--- config.mk ---
export PLATFORM = sky130hd
export DESIGN_NAME = distance_vector_update_core_flat
export DESIGN_NICKNAME = d
export VERILOG_FILES = /design/src/design/dvu_pkg.sv /design/src/design/dvu_cfg_if.sv /design/src/design/dvu_in_if.sv /design/src/design/dvu_out_if.sv /design/src/design/distance_vector_update_core.sv /design/src/flat_wrapper.sv
export SDC_FILE = /design/constraint.sdc
export NUM_CORES = 1
export LEC_CHECK = 0
export BUFFER_PORTS_ARGS = -buffer_cell sky130_fd_sc_hd__buf_4
export CELL_PAD_IN_SITES_DETAIL_PLACEMENT = 1
export CELL_PAD_IN_SITES_GLOBAL_PLACEMENT = 2
export CORE_MARGIN = 1.5
export CORE_UTILIZATION = 40
export CTS_BUF_LIST = sky130_fd_sc_hd__clkbuf_4 sky130_fd_sc_hd__clkbuf_8 sky130_fd_sc_hd__clkbuf_16
export CTS_CLUSTER_DIAMETER = 150
export DETAILED_ROUTE_END_ITERATION = 8
export MAX_ROUTING_LAYER = met4
export PLACE_DENSITY_LB_ADDON = 0.1
export SLEW_MARGIN = 5
export SYNTH_ARGS = -nofsm -noshare
export SYNTH_HDL_FRONTEND = slang
export SYNTH_SLANG_ARGS = --single-unit
--- constraint.sdc ---
create_clock -name clk_i -period 9.6 [get_ports clk_i]
set_clock_uncertainty 0.2 [all_clocks]
set_input_delay 0.48 -clock clk_i [delete_from_list [all_inputs] [get_ports clk_i]]
set_output_delay 0.48 -clock clk_i [all_outputs]
set_load 0.02 [all_outputs]
--- src/design/dvu_pkg.sv ---
`timescale 1ns / 1ps

package dvu_pkg;

  localparam int ActionW = 2;
  localparam int IndexW  = 4;
  localparam int CostW   = 17;

  typedef logic [ActionW-1:0]      action_t;
  typedef logic [IndexW-1:0]       index_t;
  typedef logic signed [CostW-1:0] cost_t;

  localparam action_t ActLoad   = 2'd0;
  localparam action_t ActAdvert = 2'd1;
  localparam action_t ActRead   = 2'd2;

  localparam cost_t CostUnknown = 17'h1FFFF;
  localparam cost_t CostMax     = 17'h0FFFF;

endpackage

--- src/design/dvu_cfg_if.sv ---
`timescale 1ns / 1ps

interface dvu_cfg_if;
  logic              valid;
  logic              ready;
  dvu_pkg::index_t   self_index;

  modport source (output valid, output self_index, input ready);
  modport sink   (input valid, input self_index, output ready);
endinterface

--- src/design/dvu_in_if.sv ---
`timescale 1ns / 1ps

interface dvu_in_if;
  logic              valid;
  logic              ready;
  dvu_pkg::action_t  action;
  dvu_pkg::index_t   entry_index;
  dvu_pkg::index_t   source_node;
  dvu_pkg::cost_t    cost_value;
  logic              last_entry;

  modport source (output valid, output action, output entry_index, output source_node,
                  output cost_value, output last_entry, input ready);
  modport sink   (input valid, input action, input entry_index, input source_node,
                  input cost_value, input last_entry, output ready);
endinterface

--- src/design/dvu_out_if.sv ---
`timescale 1ns / 1ps

interface dvu_out_if;
  logic              valid;
  logic              ready;
  dvu_pkg::index_t   result_index;
  dvu_pkg::cost_t    result_cost;
  logic              entry_updated;
  logic              advertise_now;

  modport source (output valid, output result_index, output result_cost,
                  output entry_updated, output advertise_now, input ready);
  modport sink   (input valid, input result_index, input result_cost,
                  input entry_updated, input advertise_now, output ready);
endinterface

--- src/design/distance_vector_update_core.sv ---
`timescale 1ns / 1ps
// path: a beat accepted into the input register moves on to the result register once the
//   result side is free, and the result beat is taken from there
// throughput: one beat per cycle while the result side is not stalled; the tables are read and
//   written back in the compute stage, so a following beat always sees the updated entries
// reset: distance and link tables read as unknown (-1), self index 0, no beats in flight
module distance_vector_update_core #(
  parameter int NODES = 16
) (
  input  logic          clk_i,
  input  logic          rst_ni,
  dvu_cfg_if.sink       cfg_i,
  dvu_in_if.sink        in_i,
  dvu_out_if.source     out_o
);

  // only 16 destinations can be named by the index field
  localparam int Depth = (NODES < 16) ? NODES : 16;
  localparam int IdxW  = (Depth > 1) ? $clog2(Depth) : 1;

  dvu_pkg::cost_t   dist_q [Depth];
  dvu_pkg::cost_t   link_q [Depth];
  logic             vec_chg_q, vec_chg_d;
  dvu_pkg::index_t  self_q;

  // input register
  logic             in_vld_q;
  dvu_pkg::action_t act_q;
  dvu_pkg::index_t  dst_q;
  dvu_pkg::index_t  src_q;
  dvu_pkg::cost_t   cost_q;
  logic             last_q;

  // result register
  logic             out_vld_q, out_vld_d;
  dvu_pkg::index_t  res_idx_q;
  dvu_pkg::cost_t   res_cost_q, res_cost_d;
  logic             res_upd_q;
  logic             res_adv_q, res_adv_d;

  logic             go;
  logic             in_take;
  logic             is_load, is_adv;
  logic             dst_ok, src_ok;
  dvu_pkg::cost_t   cost_n, link, cur, sum_sat;
  logic [16:0]      sum_w;
  logic             upd;
  logic             chg_any;

  assign go      = in_vld_q && (!out_vld_q || out_o.ready);
  assign in_i.ready = !in_vld_q || go;
  assign in_take = in_i.valid && in_i.ready;
  assign cfg_i.ready = 1'b1;

  assign is_load = (act_q == dvu_pkg::ActLoad);
  assign is_adv  = (act_q == dvu_pkg::ActAdvert);

  assign dst_ok = 32'(dst_q) < NODES;
  assign src_ok = 32'(src_q) < NODES;

  // any negative cost counts as unknown
  assign cost_n = cost_q[16] ? dvu_pkg::CostUnknown : cost_q;
  assign link   = src_ok ? link_q[src_q[IdxW-1:0]] : dvu_pkg::CostUnknown;
  assign cur    = dst_ok ? dist_q[dst_q[IdxW-1:0]] : dvu_pkg::CostUnknown;

  assign sum_w   = {1'b0, link[15:0]} + {1'b0, cost_n[15:0]};
  assign sum_sat = sum_w[16] ? dvu_pkg::CostMax : dvu_pkg::cost_t'(sum_w);

  assign upd = is_adv && dst_ok && !link[16] && !cost_n[16] && (cost_n != '0) &&
               (dst_q != self_q) && (cur[16] || (cur[15:0] > sum_sat[15:0]));

  assign chg_any = vec_chg_q || upd;

  always_comb begin
    vec_chg_d = vec_chg_q;
    res_adv_d = 1'b0;
    if (is_adv) begin
      vec_chg_d = last_q ? 1'b0 : chg_any;
      res_adv_d = last_q && chg_any;
    end
    if (is_load && dst_ok) begin
      res_cost_d = cost_n;
    end else if (upd) begin
      res_cost_d = sum_sat;
    end else begin
      res_cost_d = cur;
    end
    if (go) begin
      out_vld_d = 1'b1;
    end else if (out_o.ready) begin
      out_vld_d = 1'b0;
    end else begin
      out_vld_d = out_vld_q;
    end
  end

  always_ff @(posedge clk_i or negedge rst_ni) begin
    if (!rst_ni) begin
      in_vld_q  <= 1'b0;
      out_vld_q <= 1'b0;
      vec_chg_q <= 1'b0;
      self_q    <= '0;
      for (int i = 0; i < Depth; i++) begin
        dist_q[i] <= dvu_pkg::CostUnknown;
        link_q[i] <= dvu_pkg::CostUnknown;
      end
    end else begin
      if (cfg_i.valid) begin
        self_q <= cfg_i.self_index;
      end
      if (in_take) begin
        in_vld_q <= 1'b1;
      end else if (go) begin
        in_vld_q <= 1'b0;
      end
      out_vld_q <= out_vld_d;
      if (go) begin
        vec_chg_q <= vec_chg_d;
        if (is_load && dst_ok) begin
          link_q[dst_q[IdxW-1:0]] <= cost_n;
          dist_q[dst_q[IdxW-1:0]] <= cost_n;
        end else if (upd) begin
          dist_q[dst_q[IdxW-1:0]] <= sum_sat;
        end
      end
    end
  end

  always_ff @(posedge clk_i) begin
    if (in_take) begin
      act_q  <= in_i.action;
      dst_q  <= in_i.entry_index;
      src_q  <= in_i.source_node;
      cost_q <= in_i.cost_value;
      last_q <= in_i.last_entry;
    end
    if (go) begin
      res_idx_q  <= dst_q;
      res_cost_q <= res_cost_d;
      res_upd_q  <= upd;
      res_adv_q  <= res_adv_d;
    end
  end

  assign out_o.valid         = out_vld_q;
  assign out_o.result_index  = res_idx_q;
  assign out_o.result_cost   = res_cost_q;
  assign out_o.entry_updated = res_upd_q;
  assign out_o.advertise_now = res_adv_q;

  // a new beat never lands on a full input register behind a stalled result
  a_no_overrun : assert property (@(posedge clk_i) disable iff (!rst_ni)
    in_take |-> !(in_vld_q && out_vld_q && !out_o.ready))
    else $error("input register overrun");

  // an update always leaves a known distance
  a_upd_known : assert property (@(posedge clk_i) disable iff (!rst_ni)
    out_vld_q && res_upd_q |-> !res_cost_q[16])
    else $error("updated entry reads as unknown");

  // the router's own entry is never lowered by an advert
  a_self_kept : assert property (@(posedge clk_i) disable iff (!rst_ni)
    go && upd |-> dst_q != self_q)
    else $error("own entry changed by advert");

  // end of vector always clears the change flag
  a_vec_clear : assert property (@(posedge clk_i) disable iff (!rst_ni)
    go && is_adv && last_q |=> !vec_chg_q)
    else $error("change flag kept after last entry");

endmodule

--- src/flat_wrapper.sv ---
// flat-port wrapper written by rule: the top's interface ports become plain ports
module distance_vector_update_core_flat 
#(
  parameter int NODES = 16
)
  (clk_i, rst_ni, cfg_i_valid, cfg_i_self_index, cfg_i_ready, in_i_valid, in_i_action, in_i_entry_index, in_i_source_node, in_i_cost_value, in_i_last_entry, in_i_ready, out_o_valid, out_o_result_index, out_o_result_cost, out_o_entry_updated, out_o_advertise_now, out_o_ready);
  dvu_cfg_if cfg_i_i ();
  dvu_in_if in_i_i ();
  dvu_out_if out_o_i ();
  input  logic clk_i;
  input  logic rst_ni;
  input wire logic [$bits(cfg_i_i.valid)-1:0] cfg_i_valid;
  input wire logic [$bits(cfg_i_i.self_index)-1:0] cfg_i_self_index;
  output wire logic [$bits(cfg_i_i.ready)-1:0] cfg_i_ready;
  input wire logic [$bits(in_i_i.valid)-1:0] in_i_valid;
  input wire logic [$bits(in_i_i.action)-1:0] in_i_action;
  input wire logic [$bits(in_i_i.entry_index)-1:0] in_i_entry_index;
  input wire logic [$bits(in_i_i.source_node)-1:0] in_i_source_node;
  input wire logic [$bits(in_i_i.cost_value)-1:0] in_i_cost_value;
  input wire logic [$bits(in_i_i.last_entry)-1:0] in_i_last_entry;
  output wire logic [$bits(in_i_i.ready)-1:0] in_i_ready;
  output wire logic [$bits(out_o_i.valid)-1:0] out_o_valid;
  output wire logic [$bits(out_o_i.result_index)-1:0] out_o_result_index;
  output wire logic [$bits(out_o_i.result_cost)-1:0] out_o_result_cost;
  output wire logic [$bits(out_o_i.entry_updated)-1:0] out_o_entry_updated;
  output wire logic [$bits(out_o_i.advertise_now)-1:0] out_o_advertise_now;
  input wire logic [$bits(out_o_i.ready)-1:0] out_o_ready;
  assign cfg_i_i.valid = cfg_i_valid;
  assign cfg_i_i.self_index = cfg_i_self_index;
  assign cfg_i_ready = cfg_i_i.ready;
  assign in_i_i.valid = in_i_valid;
  assign in_i_i.action = in_i_action;
  assign in_i_i.entry_index = in_i_entry_index;
  assign in_i_i.source_node = in_i_source_node;
  assign in_i_i.cost_value = in_i_cost_value;
  assign in_i_i.last_entry = in_i_last_entry;
  assign in_i_ready = in_i_i.ready;
  assign out_o_valid = out_o_i.valid;
  assign out_o_result_index = out_o_i.result_index;
  assign out_o_result_cost = out_o_i.result_cost;
  assign out_o_entry_updated = out_o_i.entry_updated;
  assign out_o_advertise_now = out_o_i.advertise_now;
  assign out_o_i.ready = out_o_ready;
  distance_vector_update_core #(.NODES(NODES)) u_core (.clk_i(clk_i), .rst_ni(rst_ni), .cfg_i(cfg_i_i), .in_i(in_i_i), .out_o(out_o_i));
endmodule
# [After elaboration in Yosys (flattened, before gate mapping)]
# Index checks and enable logic that the tools add are counted.
[word_totals] reg_bits=602 latchBits=0 ram_bits=0 rom_bits=0 in_bits=37 out_inout_bits=26 word_cells=101 memories=0
[op_classes] add_sub_neg=1 n_mul=0 div=0 order_cmp=4 eq_ne=2 shift=0 n_mux=22 n_bitwise=2 reduce_logical=25
[ops] cell="$bwmux W272" n=3
[ops] cell="$mux W272" n=2
[ops] cell="$bmux W17 S4" n=2
[ops] cell="$mux W17" n=8
[ops] cell="$demux W17 S4" n=1
[ops] cell="$add A16 B16 Y17" n=1
[ops] cell="$reduce_bool A17 Y1" n=1
[ops] cell="$gt A16 B16 Y1" n=1
[ops] cell="$mux W16" n=1
[ops] cell="$ge A5 B5 Y1 const B" n=2
[ops] cell="$not A4 Y5" n=2
[ops] cell="$logic_and A1 B1 Y1" n=9
[ops] cell="$reduce_and A2 Y1" n=3
[ops] cell="$reduce_bool A2 Y1" n=3
[ops] cell="$lt A5 B1 Y1 const B" n=1
[ops] cell="$mux W1" n=5
[ops] cell="$logic_not A1 Y1" n=4
[ops] cell="$logic_or A1 B1 Y1" n=4
[ops] cell="$ne A4 B4 Y1" n=1
[ops] cell="$eq A2 B1 Y1 const B" n=1
[ops] cell="$logic_not A2 Y1" n=1

# [Depth between registers and ports, before layout]
# Gate-level depths: netlist of run 1.
[depth] depth_word=12 mapped_depth=24 ltp_nobuf=18

# [Least setup slack after synthesis of run 1]
# No wires, ideal clock.
[synth_path] path_type="flip-flop to flip-flop" startpoint="reg u_core.src_q[0]" endpoint="reg u_core.dist_q[177] (netlist name)" setup_ns=0.085 t_arrival_ns=6.780 required_time_ns=9.315 setup_slack_ns=2.535 stages_incl_launch_ff=24 n_path_buf=6 period_less_slack_ns=7.065 cell_sequence="edfxtp_1 > buf_2 > buf_1 > buf_1 > mux4_2 > mux4_2 > ha_1 > fa_1 > a211oi_1 > o211ai_1 > nand2_1 > o21ai_0 > clkbuf_1 > nor2_1 > ha_1 > a211o_1 > a21oi_1 > a2bb2oi_1 > a211oi_1 > o31ai_4 > buf_8 > a2111oi_4 > buf_6 > mux2_1"
[synth_between] elab_chain_cells=12 elab_cells_between_ends=19 classes_between="add/sub (1); order compare (1); mux (7); bitwise (1); reduce/logical (9)"
[synth_lines] item="from (decl)" line_no="distance_vector_update_core.sv:30" text="dvu_pkg::index_t src_q;"
[synth_lines] item="from (signal assigned)" line_no="distance_vector_update_core.sv:133" text="src_q <= in_i.source_node;"
[synth_lines] item="$not A4 Y5 (not written as such) *" line_no="distance_vector_update_core.sv:63" text="assign link = src_ok ? link_q[src_q[IdxW-1:0]] : dvu_pkg::CostUnknown;"
[synth_lines] item="$bmux W17 S4 *" line_no="distance_vector_update_core.sv:63"
[synth_lines] item="$mux W17 (not written as such) * (2 in a row)" line_no="distance_vector_update_core.sv:63"
[synth_lines] item="parallel branches: the longest is 8 deep, another holds $add A16 B16 Y17"
[synth_lines] item="to (signal, indexed assignment)" line_no="distance_vector_update_core.sv:104" text="dist_q[i] <= dvu_pkg::CostUnknown;"
[synth_lines] item="to (signal, indexed assignment)" line_no="distance_vector_update_core.sv:121" text="dist_q[dst_q[IdxW-1:0]] <= cost_n;"
[synth_lines] item="to (signal, indexed assignment)" line_no="distance_vector_update_core.sv:123" text="dist_q[dst_q[IdxW-1:0]] <= sum_sat;"
[synth_lines] item="to (decl)" line_no="distance_vector_update_core.sv:21" text="dvu_pkg::cost_t dist_q [Depth];"
# Mark *: on every way between the ends. The select of a mux whose other input is x is not followed.
# A chain may end at the register's enable or synchronous reset.

# [Worst setup path in the final report of run 1]
[layout_path] startpoint="reg u_core.src_q[0]" endpoint="reg u_core.dist_q[10] (netlist name)"
# Same word-level chain as after synthesis.

==> metrics.md, run 1 <==
| Metric | Value |
|---|---|
| Commonest non-fill, non-tap cell in the layout | dfstp_2 |
| Critical path fanouts, max | 28 |
| Crit path from | u_core.src_q[0] |
| ANT cells | 0 |
| All-layer global routing usage | 0.244 |
| CTS sink cnt | 602 |
| Unrepaired setup endpoints after global routing | false |
| Cts hold-fix bufs | 39 |
| Sequential fraction of the synthesis area | 0.560 |
| Clock buffer depth | 3 |
| DRT Pass-1 Iters | 5 |
| Total global routing overflow | 0 |
| Overall Power | 8690 uW |
| Maximum vdd drop | 0.144 mV |
| CTS buffer count | 69 |
| Root buf cell | clkbuf_16 |
| Worst r2r src | u_core.src_q[0] |
| Setup TNS | 0 ns |
| IO Pins | 63 |
| Die span in x | 270 um |
| Count of pins over their slew limit | 0 |
| Nets | 2283 |
| Syn Inst Count | 2131 |
| Min-delay worst type | in -> async |
| Setup-failing EPs final | 0 |
| Lkg Pwr | 0.0128 uW |
| Crit path DAT | 8.15 ns |
| Vert. Die Dim | 270 um |
| Post-layout min period | 7.81 ns |
| Fmax achieved | 128 MHz |
| Synth async-reset ratio | 0.915 |
| Number of distinct library cells after synthesis | 64 |
| Max-Slew Margin vs Limit | 0.121 |
| Fill cells | 7061 |
| Routed Antenna Nets | 0 |
| Post-synth EDFFs | 51 |
| Via-to-Cell Ratio | 5.56 |
| CTS resizes | 0 |
| Core Area | 70400 um2 |
| Max-Cap Viols | 0 |
| Worst Setup End Kind | register |
| Final WL | 84.7 mm |
| Primary FF master, synth | dfstp_2 |
| First-pass GRT wire length | 129 mm |
| Worst-path clk slew | 0.06 ns |
| H-Tree Depth | 3 |
| Cell Count Post-Placement | 3043 |
| Most frequent cells in the layout | dfstp_2 (544), nor2_1 (293), a21oi_1 (262), mux2_2 (190), mux4_2 (169) |
| Final Cycle Share | 0.814 |
| Antenna violations before repair | 1 |
| Initial DRC Count | 1008 |
| Worst EP required | 9.94 ns |
| Clk_lat worst skew | 0.63 ns |
| Worst Tran Pin Value | 1.32 ns |
| Synth Warn # | 0 |
| Routed length per placed instance | 26.4 um |
| Share of cells above drive strength 1 | 0.533 |
| Row count | 97 |
| Vias in the first global route | 19.8k |
| Post-Syn Area | 28500 um2 |
| Non-Filler Instances | 3210 |
| Post-CTS Setup Bufs | 0 |
| Initial Util | 0.406 |
| Pre-CTS WS | 1.77 ns |
| RD Place Congestion | 0.852 |
| Final hold viol count | 0 |
| Largest net degree at the start of global routing | 98 |
| Vias | 17.9k |
| Outcome | finished, final reports clean |
| Number of synthesized register bits | 602 |
| DRC | 0 |
| Setup CP Type | reg -> reg |
| Startpoint types | register |
| Area Growth Syn to Fin | 15.4% |
| IO Port Bufs | 61 |
| Power per cell area | 264 nW/um2 |
| DP Wirelength | 52.7 mm |
| TritonCTS clock tree | done |
| Die Footprint | 73000 um2 |
| Synthesized Nets | 2201 |
| Avg Cell Area, Syn | 13.4 um2 |
| PnR worst setup slack | 1.79 ns |
cells in the mapped netlist (12+ instances only):
cell type  count  share of area
ha_1          32          0.014
a2111oi_4     12          0.012
o21ai_0       52         0.0091
inv_1         51         0.0067
clkbuf_1     123          0.016
mux2_1        72          0.028
nor2_1       308          0.040
buf_2         13         0.0023
mux4_2       169           0.13
o221ai_1      14         0.0043
nand2_1       44         0.0058
mux2_2       190          0.075
dfstp_2      544           0.50
buf_1         19         0.0025
edfxtp_1      51          0.054
nand3_1       25         0.0044
a21oi_1      267          0.047
stage by stage:
step,util,hold slack (ns),area [um2]
after global routing,0.468,0.131,32900
final,0.468,0.0496,32900
after floorplan,-,-0.0156,28500
after global placement,0.429,0.266,30200
after CTS,0.468,0.0883,32900
after detailed placement,0.429,0.273,30200
power by group:
part           internal (uW)  total [uW]  switching, uW
sequential              3580        3910            325
combinational            959        2100           1140
clock                   1600        2680           1090
kinds of logic (layout without fill, tap and decap cells):
family / count (synthesis) / count (layout) / share of synthesized area
flops: 602 / 602 / 0.560
xor+xnor: 15 / 15 / 0.00460
other cells: 1 / 1 / 0.000131
simple gates: 436 / 436 / 0.0640
fa+ha+maj: 33 / 33 / 0.0147
compound gates: 394 / 394 / 0.0868
buf+inv: 217 / 356 / 0.0320
mux: 433 / 433 / 0.237
registers in the layout, indices dropped and copies added (netlist names):
name,cells
u_core.out_o.advertise_now,1
u_core.out_o.valid,1
u_core.last_q,1
u_core.link_q,272
u_core.dist_q,272
u_core.out_o.result_cost,17
u_core.vec_chg_q,1
u_core.dst_q,4
u_core.src_q,4
u_core.in_vld_q,1
u_core.self_q,4
u_core.out_o.result_index,4
u_core.out_o.entry_updated,1
u_core.cost_q,17
u_core.act_q,2
final cells by class:
class | count | area (um2) | share of cell area
clock buffers | 108 | 2090 | 0.0636
clock inverters | 20 | 239 | 0.00726
inverters | 51 | 191 | 0.00581
multi-input cells | 1312 | 11800 | 0.358
flip-flops and latches | 602 | 16000 | 0.486
well taps | 940 | 1180 | 0.0357
repair buffers | 177 | 1460 | 0.0443
routing by layer:
| layer | wire length, um | track usage | vias to the layer above |
|---|---|---|---|
| met3 | 2130 | 0.0315 | 106 |
| met5 | 0 | - | - |
| met2 | 42700 | 0.408 | 243 |
| met1 | 38100 | 0.317 | 9604 |
| met4 | 1670 | 0.0559 | 0 |
| li1 | - | - | 7910 |
path summary, 6_finish.rpt:
kind                                      endpoint  slack, ns  depth (start not counted)
worst max-delay path             u_core.dist_q[10]       1.79                         20
worst min-delay path            u_core.link_q[148]       0.05                          1
worst max register to register   u_core.dist_q[10]       1.79                         20
worst min register to register   u_core.link_q[79]       0.28                          2
max in group asynchronous         u_core.self_q[3]       7.27                          3
min in group clk_i               u_core.link_q[79]       0.28                          2
worst max-delay path, cell delays in order (launching register included):
cell and delay [ns]:
edfxtp_1 0.73, buf_12 0.31, buf_4 0.33, mux4_2 0.53, mux4_2 0.53, ha_1 0.41, o21ai_0 0.15, o211ai_1 0.35
nand2_1 0.19, o21ai_1 0.18, buf_4 0.27, nor2_1 0.14, ha_1 0.34, a211o_1 0.26, a21oi_1 0.20, a2bb2oi_1 0.12
a211oi_1 0.38, o31ai_4 0.26, a2111oi_4 1.03, buf_4 0.37, mux2_1 0.35
(Power assumes the default switching activity.)
==> inputs of run 2 (changes only) <==
ABC_AREA = 1   (was unset)
clock period = 7.4 ns   (was 9.6 ns; I/O delays follow)
==> run 2 against run 1 <==
The run now ends with hold timing left. Setup slack got worse by 0.37 ns. Worst hold slack lost 0.079 ns. Critical path depth is 9 higher. Area after synthesis is 4.2% higher. Sequential share of layout area down 1.4 points. Largest power group unchanged.
==> metrics.md, run 2 <==
| Metric | Value |
|---|---|
| Outcome | finished, violations left |
| Failing checks | hold timing |
| Final WL | 110 mm (+30%) |
| Routed length per placed instance | 24.6 um (-6.6%) |
| DRT Pass-1 Iters | 5 (unchanged) |
| Lkg Pwr | 0.0148 uW (+16%) |
| Top-count cell post-synth | nand2_1 |
| Final hold viol count | 4 (+4) |
| All-layer global routing usage | 0.303 (+0.0587) |
| Number of synthesized register bits | 602 (unchanged) |
| Post-CTS Setup Bufs | 0 (unchanged) |
| Area Growth Syn to Fin | 14.0% |
| Fmax achieved | 167 MHz (+31%) |
| Final hold slack | -0.0294 ns (-0.0790 ns) |
| Xor/xnor cell area share of the yosys netlist | 0.00294 (-0.00166) |
| Most frequent cells in the layout | nand2_1 (1032), dfstp_2 (544), o21ai_0 (339), nand4_1 (283), nor2_1 (255) |
| Avg Cell Area, Syn | 8.62 um2 (-36%) |
| Vias | 25.8k (+45%) |
| Vias in the first global route | 27.6k (+39%) |
| Commonest non-fill, non-tap cell in the layout | nand2_1 |
| TritonCTS clock tree | done |
| Initial Util | 0.406 (about the same) |
| ANT cells | 0 (unchanged) |
| Share of synthesized cell area in full adder, half adder and majority cells | 0.0141 (-0.000597) |
| Synth async-reset ratio | 0.915 (unchanged) |
| Number of distinct library cells after synthesis | 43 (-33%) |
| Max-Slew Margin vs Limit | 0.152 (+0.0304) |
| CP peak stage delay | 0.53 ns (-0.50 ns) |
| Overall Power | 11400 uW (+31%) |
| Maximum vdd drop | 0.191 mV (+33%) |
| Area occupied by multi-input gates | 12000 um2 (+2.1%) |
| IO Port Bufs | 61 (unchanged) |
| Worst-path clk slew | 0.06 ns (about the same) |
| Synthesized Nets | 3523 (+60%) |
| Slowest cell on crit path | nand3_2 |
| Row count | 99 (+2.1%) |
| Root buf cell | clkbuf_16 |
| DRC | 0 (unchanged) |
| Via-to-Cell Ratio | 5.76 (+3.6%) |
| Biggest regs | u_core.dist_q x272, u_core.link_q x272 |
| Largest family of logic cells by synthesized area | simple AND/OR/NAND/NOR gates |
| Power per cell area | 335 nW/um2 (+27%) |
| Core Area | 73300 um2 (+4.2%) |
| Setup TNS | 0 ns (unchanged) |
| DP Wirelength | 69.7 mm (+32%) |
| Primary FF master, synth | dfstp_2 |
| Setup-failing EPs final | 0 (unchanged) |
| First-pass GRT wire length | 170 mm (+31%) |
| Worst EP required | 7.75 ns (-2.19 ns) |
| H-Tree Depth | 3 (unchanged) |
| Synth top area share | 0.480 (-0.0203) |
| Count of pins over their slew limit | 0 (unchanged) |
| Top cells by count, synth | nand2_1 (1034), dfstp_2 (544), o21ai_0 (339) |
| IO Pins | 63 (unchanged) |
| Worst Setup End Kind | register |
| Setup CP Type | reg -> reg |
| Clk_lat worst skew | 0.64 ns (about the same) |
| Largest net degree at the start of global routing | 166 (+69%) |
| Total global routing overflow | 0 (unchanged) |
| Clock buffer depth | 3 (unchanged) |
| Syn Inst Count | 3453 (+62%) |
| Post-layout min period | 5.98 ns (-1.83 ns) |
| Share of cells above drive strength 1 | 0.254 (-0.279) |
| Routed Antenna Nets | 0 (unchanged) |
| Sequential fraction of the synthesis area | 0.538 (-0.0227) |
| Startpoint types | register |
| Final Cycle Share | 0.808 (-0.00578) |
| Vert. Die Dim | 276 um (+2.1%) |
| CP most frequent cell | nand2_1 |
| Critical path fanouts, max | 152 (+440%) |
| Synth Warn # | 0 (unchanged) |
| Die span in x | 276 um (+2.1%) |
| CTS buffer count | 72 (+4.3%) |
| Die Footprint | 76000 um2 (+4.2%) |
| Min-delay worst type | in -> async |
| CTS sink cnt | 602 (unchanged) |
| RD Place Congestion | 0.876 (+2.7%) |
| Post-synthesis mux area share | 0.00151 (-0.236) |
| Sequential Area | 16000 um2 (unchanged) |
| Compound-Gate Fraction of Synth Area | 0.139 (+0.0521) |
| Crit path DAT | 6.33 ns (-1.82 ns) |
| Main area contributors after synthesis | dfstp_2 (48%), nand2_1 (13%), nand4_1 (5.9%) |
| Antenna violations before repair | 0 (-1) |
| Initial DRC Count | 1825 (+81%) |
| Post-synthesis simple-gate area fraction | 0.244 (+0.180) |
| Post-Syn Area | 29800 um2 (+4.2%) |
| Largest area contributor in the netlist | dfstp_2 |
| Max-Cap Viols | 0 (unchanged) |
| Unrepaired setup endpoints after global routing | false |
| Post-synth EDFFs | 51 (unchanged) |
| Fill cells | 8486 (+20%) |
| Nets | 3537 (+55%) |
| Worst Tran Pin Value | 1.27 ns (-0.0457 ns) |
[run 2: cell types whose count changed in the layout (fill, tap and decap cells not counted), sizes merged, moves of 12 or more]
cell,previous run,this run
a2111oi,12,0
a21oi,271,173
a22oi,0,128
buf,138,170
inv,54,140
mux2,262,4
mux4,169,0
nand2,44,1036
nand3,25,77
nand4,10,283
nor2,308,264
o211ai,4,55
o21ai,52,343
[run 2: area by class of cell]
class / count / share of cell area
clock buffer: 107 / 0.0636
clock inverter: 23 / 0.00679
inverter: 137 / 0.0154
multi-input combinational: 2444 / 0.355
sequential: 602 / 0.472
tap: 959 / 0.0354
timing repair buffer: 210 / 0.0526
[run 2: kinds of logic (layout without fill, tap and decap cells)]
logic type / count (synthesis) / after routing
compound gates: 719 / 719
xor+xnor: 10 / 10
fa+ha+maj: 33 / 33
buf+inv: 407 / 477
flops: 602 / 602
mux: 4 / 4
other cells: 1 / 1
simple gates: 1677 / 1677
[run 2: critical path: cells and delay by family (launching register included)]
kind,cells,cell delay (ns)
and+or+nand+nor,17,2.46
AOI/OAI and AO/OA,7,1.33
adders and majority gates,2,0.64
buffers and inverters,3,0.58
DFF,1,0.43
[run 2: repair_timing]
item,CTS,global route
hold endpoints to repair,34,0
hold buffers,40,0
gates resized for setup,0,0
endpoints found under the setup margin,0,0
[run 2: final timing paths]
check | depth (start not counted) | start | to | slack, ns
setup reg to reg | 29 | u_core.src_q[0] | u_core.dist_q[125] | 1.42
hold reg to reg | 2 | u_core.dist_q[99] | u_core.dist_q[99] | 0.26
hold / removal | 1 | rst_ni | u_core.dist_q[147] | -0.03
min in group clk_i | 2 | in_i_cost_value[3] | u_core.cost_q[3] | 0.25
setup / recovery | 29 | u_core.src_q[0] | u_core.dist_q[125] | 1.42
max in group asynchronous | 2 | rst_ni | u_core.dist_q[258] | 5.84
[run 2: through the flow]
step	cell area [um2]	instances	hold slack (ns)	utilization	worst slack, ns
after floorplan	29800	3453	-0.126	-	2.36
after global placement	31100	4312	0.247	0.425	1.31
after detailed placement	31100	4312	0.252	0.425	1.34
after CTS	33900	4482	0.0613	0.463	1.30
after global routing	33900	4482	0.0822	0.463	0.752
final	33900	4482	-0.0294	0.463	1.42
[run 2: layer usage]
layer  GRT usage  routed length [um]  vias to the layer above  share of wire
li1            -                   -                    11800              -
met1       0.380               47500                    13200           0.43
met2       0.500               54200                      620           0.49
met3      0.0362                4600                      200          0.042
met4       0.115                4210                        0          0.038
met5           -                   0                        -              0
[run 2: report_power, final]
group / total, uW / switching (uW) / internal, uW / leakage, uW
logic: 2550 / 1770 / 781 / 0.00731
clock network: 3600 / 1460 / 2130 / 0.00121
registers: 5230 / 460 / 4770 / 0.00625
==> inputs of run 3 (changes only) <==
ABC_AREA = 0   (was 1)
clock period = 5.1 ns   (was 7.4 ns; I/O delays follow)
==> run 3 against run 2 <==
The run ends with setup timing left. Routed wire length shrank 20%. Cell count is 25% lower. Register-to-register slack worse by 2.6 ns. Via count down 28%. First-iteration DRC count down 40%. Combinational power increased by 93%. Sequential power rose by 41%. Setup slack got worse by 2.6 ns. Critical path depth fell by 6. Count of clock-buffer cells in the layout is 3 lower. Global-route usage shrank 5.8 points. Power rose by 53%.
==> metrics.md, run 3 (synthesis results as in run 1) <==
| Metric | Value |
|---|---|
| Outcome | finished, violations left |
| Failing checks | setup timing |
| Max-Slew Margin vs Limit | 0.0667 (-0.0849) |
| Core Area | 70400 um2 (-4.0%) |
| Crit path DAT | 6.61 ns (+0.28 ns) |
| DP Wirelength | 55.6 mm (-20%) |
| Clock buffer depth | 3 (unchanged) |
| Routed Antenna Nets | 0 (unchanged) |
| DRC | 0 (unchanged) |
| Crit path from | u_core.src_q[0] |
| Initial DRC Count | 1089 (-40%) |
| DRT Pass-1 Iters | 5 (unchanged) |
| DP Area | 31900 um2 (+2.6%) |
| TritonCTS clock tree | done |
| Power per cell area | 486 nW/um2 (+45%) |
| CP peak stage delay | 0.55 ns (+0.02 ns) |
| R2r endpoint | u_core.dist_q[116] |
| Final hold viol count | 0 (-4) |
| Lkg Pwr | 0.0141 uW (-4.8%) |
| Grt met3 use | 0.0423 (+0.00613) |
| Crit path capture | u_core.dist_q[116] |
| Worst-path clk slew | 0.06 ns (about the same) |
| Vert. Die Dim | 270 um (-2.0%) |
| CP Cell Sequence | buf_6, buf_12, buf_12, mux4_2, mux4_2, ha_4, a21o_1, a21o_1, a221o_1, o41ai_2, xnor2_1, nor2_1, ha_1, nand4_1, nor2_2, a2bb2oi_2, and4b_1, o31ai_4, clkbuf_16, a2111oi_4, buf_4, clkbuf_16, mux2_4 |
| Cell depth of the worst setup path | 23 (-21%) |
| Final hold slack | 0.0815 ns (+0.111 ns) |
| GR Util met2 | 0.395 (-0.105) |
| Worst Setup End Kind | register |
| Met1 global-route usage | 0.312 (-0.0686) |
| Row count | 97 (-2.0%) |
| Design Area, Final | 35700 um2 (+5.2%) |
| CTS sink cnt | 602 (unchanged) |
| Count of pins over their slew limit | 0 (unchanged) |
| Worst r2r src | u_core.src_q[0] |
| RD Place Congestion | 0.841 (-4.0%) |
| Worst Tran Pin Value | 1.40 ns (+0.125 ns) |
| Routed length per placed instance | 26.1 um (+5.7%) |
| Vias in the first global route | 20.3k (-26%) |
| All-layer global routing usage | 0.245 (-0.0580) |
| Antenna violations before repair | 1 (+1) |
| Commonest non-fill, non-tap cell in the layout | dfstp_2 |
| Final WL | 87.9 mm (-20%) |
| GRT Max-Usage Layer | met2 |
| Min-delay worst type | in -> async |
| Root buf cell | clkbuf_16 |
| Unrepaired setup endpoints after global routing | true |
| Setup TNS | -299.28 ns (-299.28 ns) |
| Post-layout min period | 6.26 ns (+0.278 ns) |
| Final core utilization | 0.507 (+0.0444) |
| IO Port Bufs | 61 (unchanged) |
| Worst-case reg-to-reg path depth | 23 (-21%) |
| Setup-failing EPs final | 291 (+291) |
| Pre-CTS WS | -1.13 ns (-2.46 ns) |
| Initial Util | 0.406 (about the same) |
| Die span in x | 270 um (-2.0%) |
| IO Pins | 63 (unchanged) |
| Die Footprint | 73000 um2 (-4.0%) |
| Biggest regs | u_core.dist_q x272, u_core.link_q x272 |
| Area Growth Syn to Fin | 25.0% |
| Slowest cell on crit path | mux4_2 |
| Final Cycle Share | 1.23 (+0.419) |
| CTS buffer count | 70 (-2.8%) |
| CP top delay family | compound AO/OA/AOI/OAI gates |
| H-Tree Depth | 3 (unchanged) |
| Clk_lat worst skew | 0.63 ns (about the same) |
| Via-to-Cell Ratio | 5.53 (-4.1%) |
| Largest net degree at the start of global routing | 156 (-6.0%) |
| Maximum vdd drop | 0.357 mV (+87%) |
| Worst EP required | 5.45 ns (-2.30 ns) |
| First-pass GRT wire length | 130 mm (-23%) |
| Nets | 2450 (-31%) |
| Startpoint types | register |
| Vias | 18.6k (-28%) |
| Most frequent cells in the layout | dfstp_2 (544), nor2_1 (290), a21oi_1 (261), buf_4 (236), mux4_2 (169) |
| Share of cells above drive strength 1 | 0.604 (+0.350) |
| Reg2reg setup slack | -1.16 ns (-2.58 ns) |
| Critical path fanouts, max | 8 (-95%) |
| Total global routing overflow | 0 (unchanged) |
| Max-Cap Viols | 0 (unchanged) |
| Fmax achieved | 160 MHz (-4.4%) |
| PnR worst setup slack | -1.16 ns (-2.58 ns) |
| Setup CP Type | reg -> reg |
| Crit path buffers/inverters | 6 (+3) |
## run 3: power by group
group	total, uW	leakage (uW)	switching [uW]	internal, uW
registers	7380	0.00625	633	6750
logic	4910	0.00662	2370	2540
clock network	5070	0.00118	2060	3000
## run 3: cell type report
type / instances / area, um2
fillers: 6997 / 34700
flip-flops and latches: 602 / 16000
multi-input cells: 1312 / 12500
repair buffers: 343 / 3460
clock buffers: 104 / 2080
well taps: 940 / 1180
clock inverters: 21 / 244
inverters: 51 / 191
diodes: 1 / 2.50
## run 3: what timing repair did
action / CTS / global route
pin swaps: 5 / 17
hold buffers: 40 / 0
setup buffers: 7 / 21
cloned: 0 / 14
gates resized for setup: 9 / 113
hold endpoints to repair: 112 / 0
setup endpoints to repair: 291 / 291
## run 3: through the flow
stage / instances / power, uW
after floorplan: 2131 / 10200
final: 3374 / 17400
after global placement: 3169 / 11800
after global routing: 3374 / 18200
after detailed placement: 3169 / 12000
after CTS: 3341 / 17200
## run 3: worst min-delay path by stage
stage	from	endpoint	slack (ns)	cells past startpoint
3_3_place_gp	rst_ni	u_core.out_o.valid	0.12	1
6_report	rst_ni	u_core.in_vld_q	0.08	2
5_1_grt	rst_ni	u_core.out_o.valid	0.12	2
2_1_floorplan	rst_ni	u_core.in_vld_q	-0.24	0
4_1_cts	rst_ni	u_core.in_vld_q	0.07	2
3_5_place_dp	rst_ni	u_core.out_o.valid	0.12	1
## run 3: layer usage
metal  share of wire  vias up  wire (um)
met5               0        -          0
met2            0.49      303      43400
met4           0.036        0       3190
met1            0.43     9938      38100
li1                -     8250          -
met3           0.036      156       3200
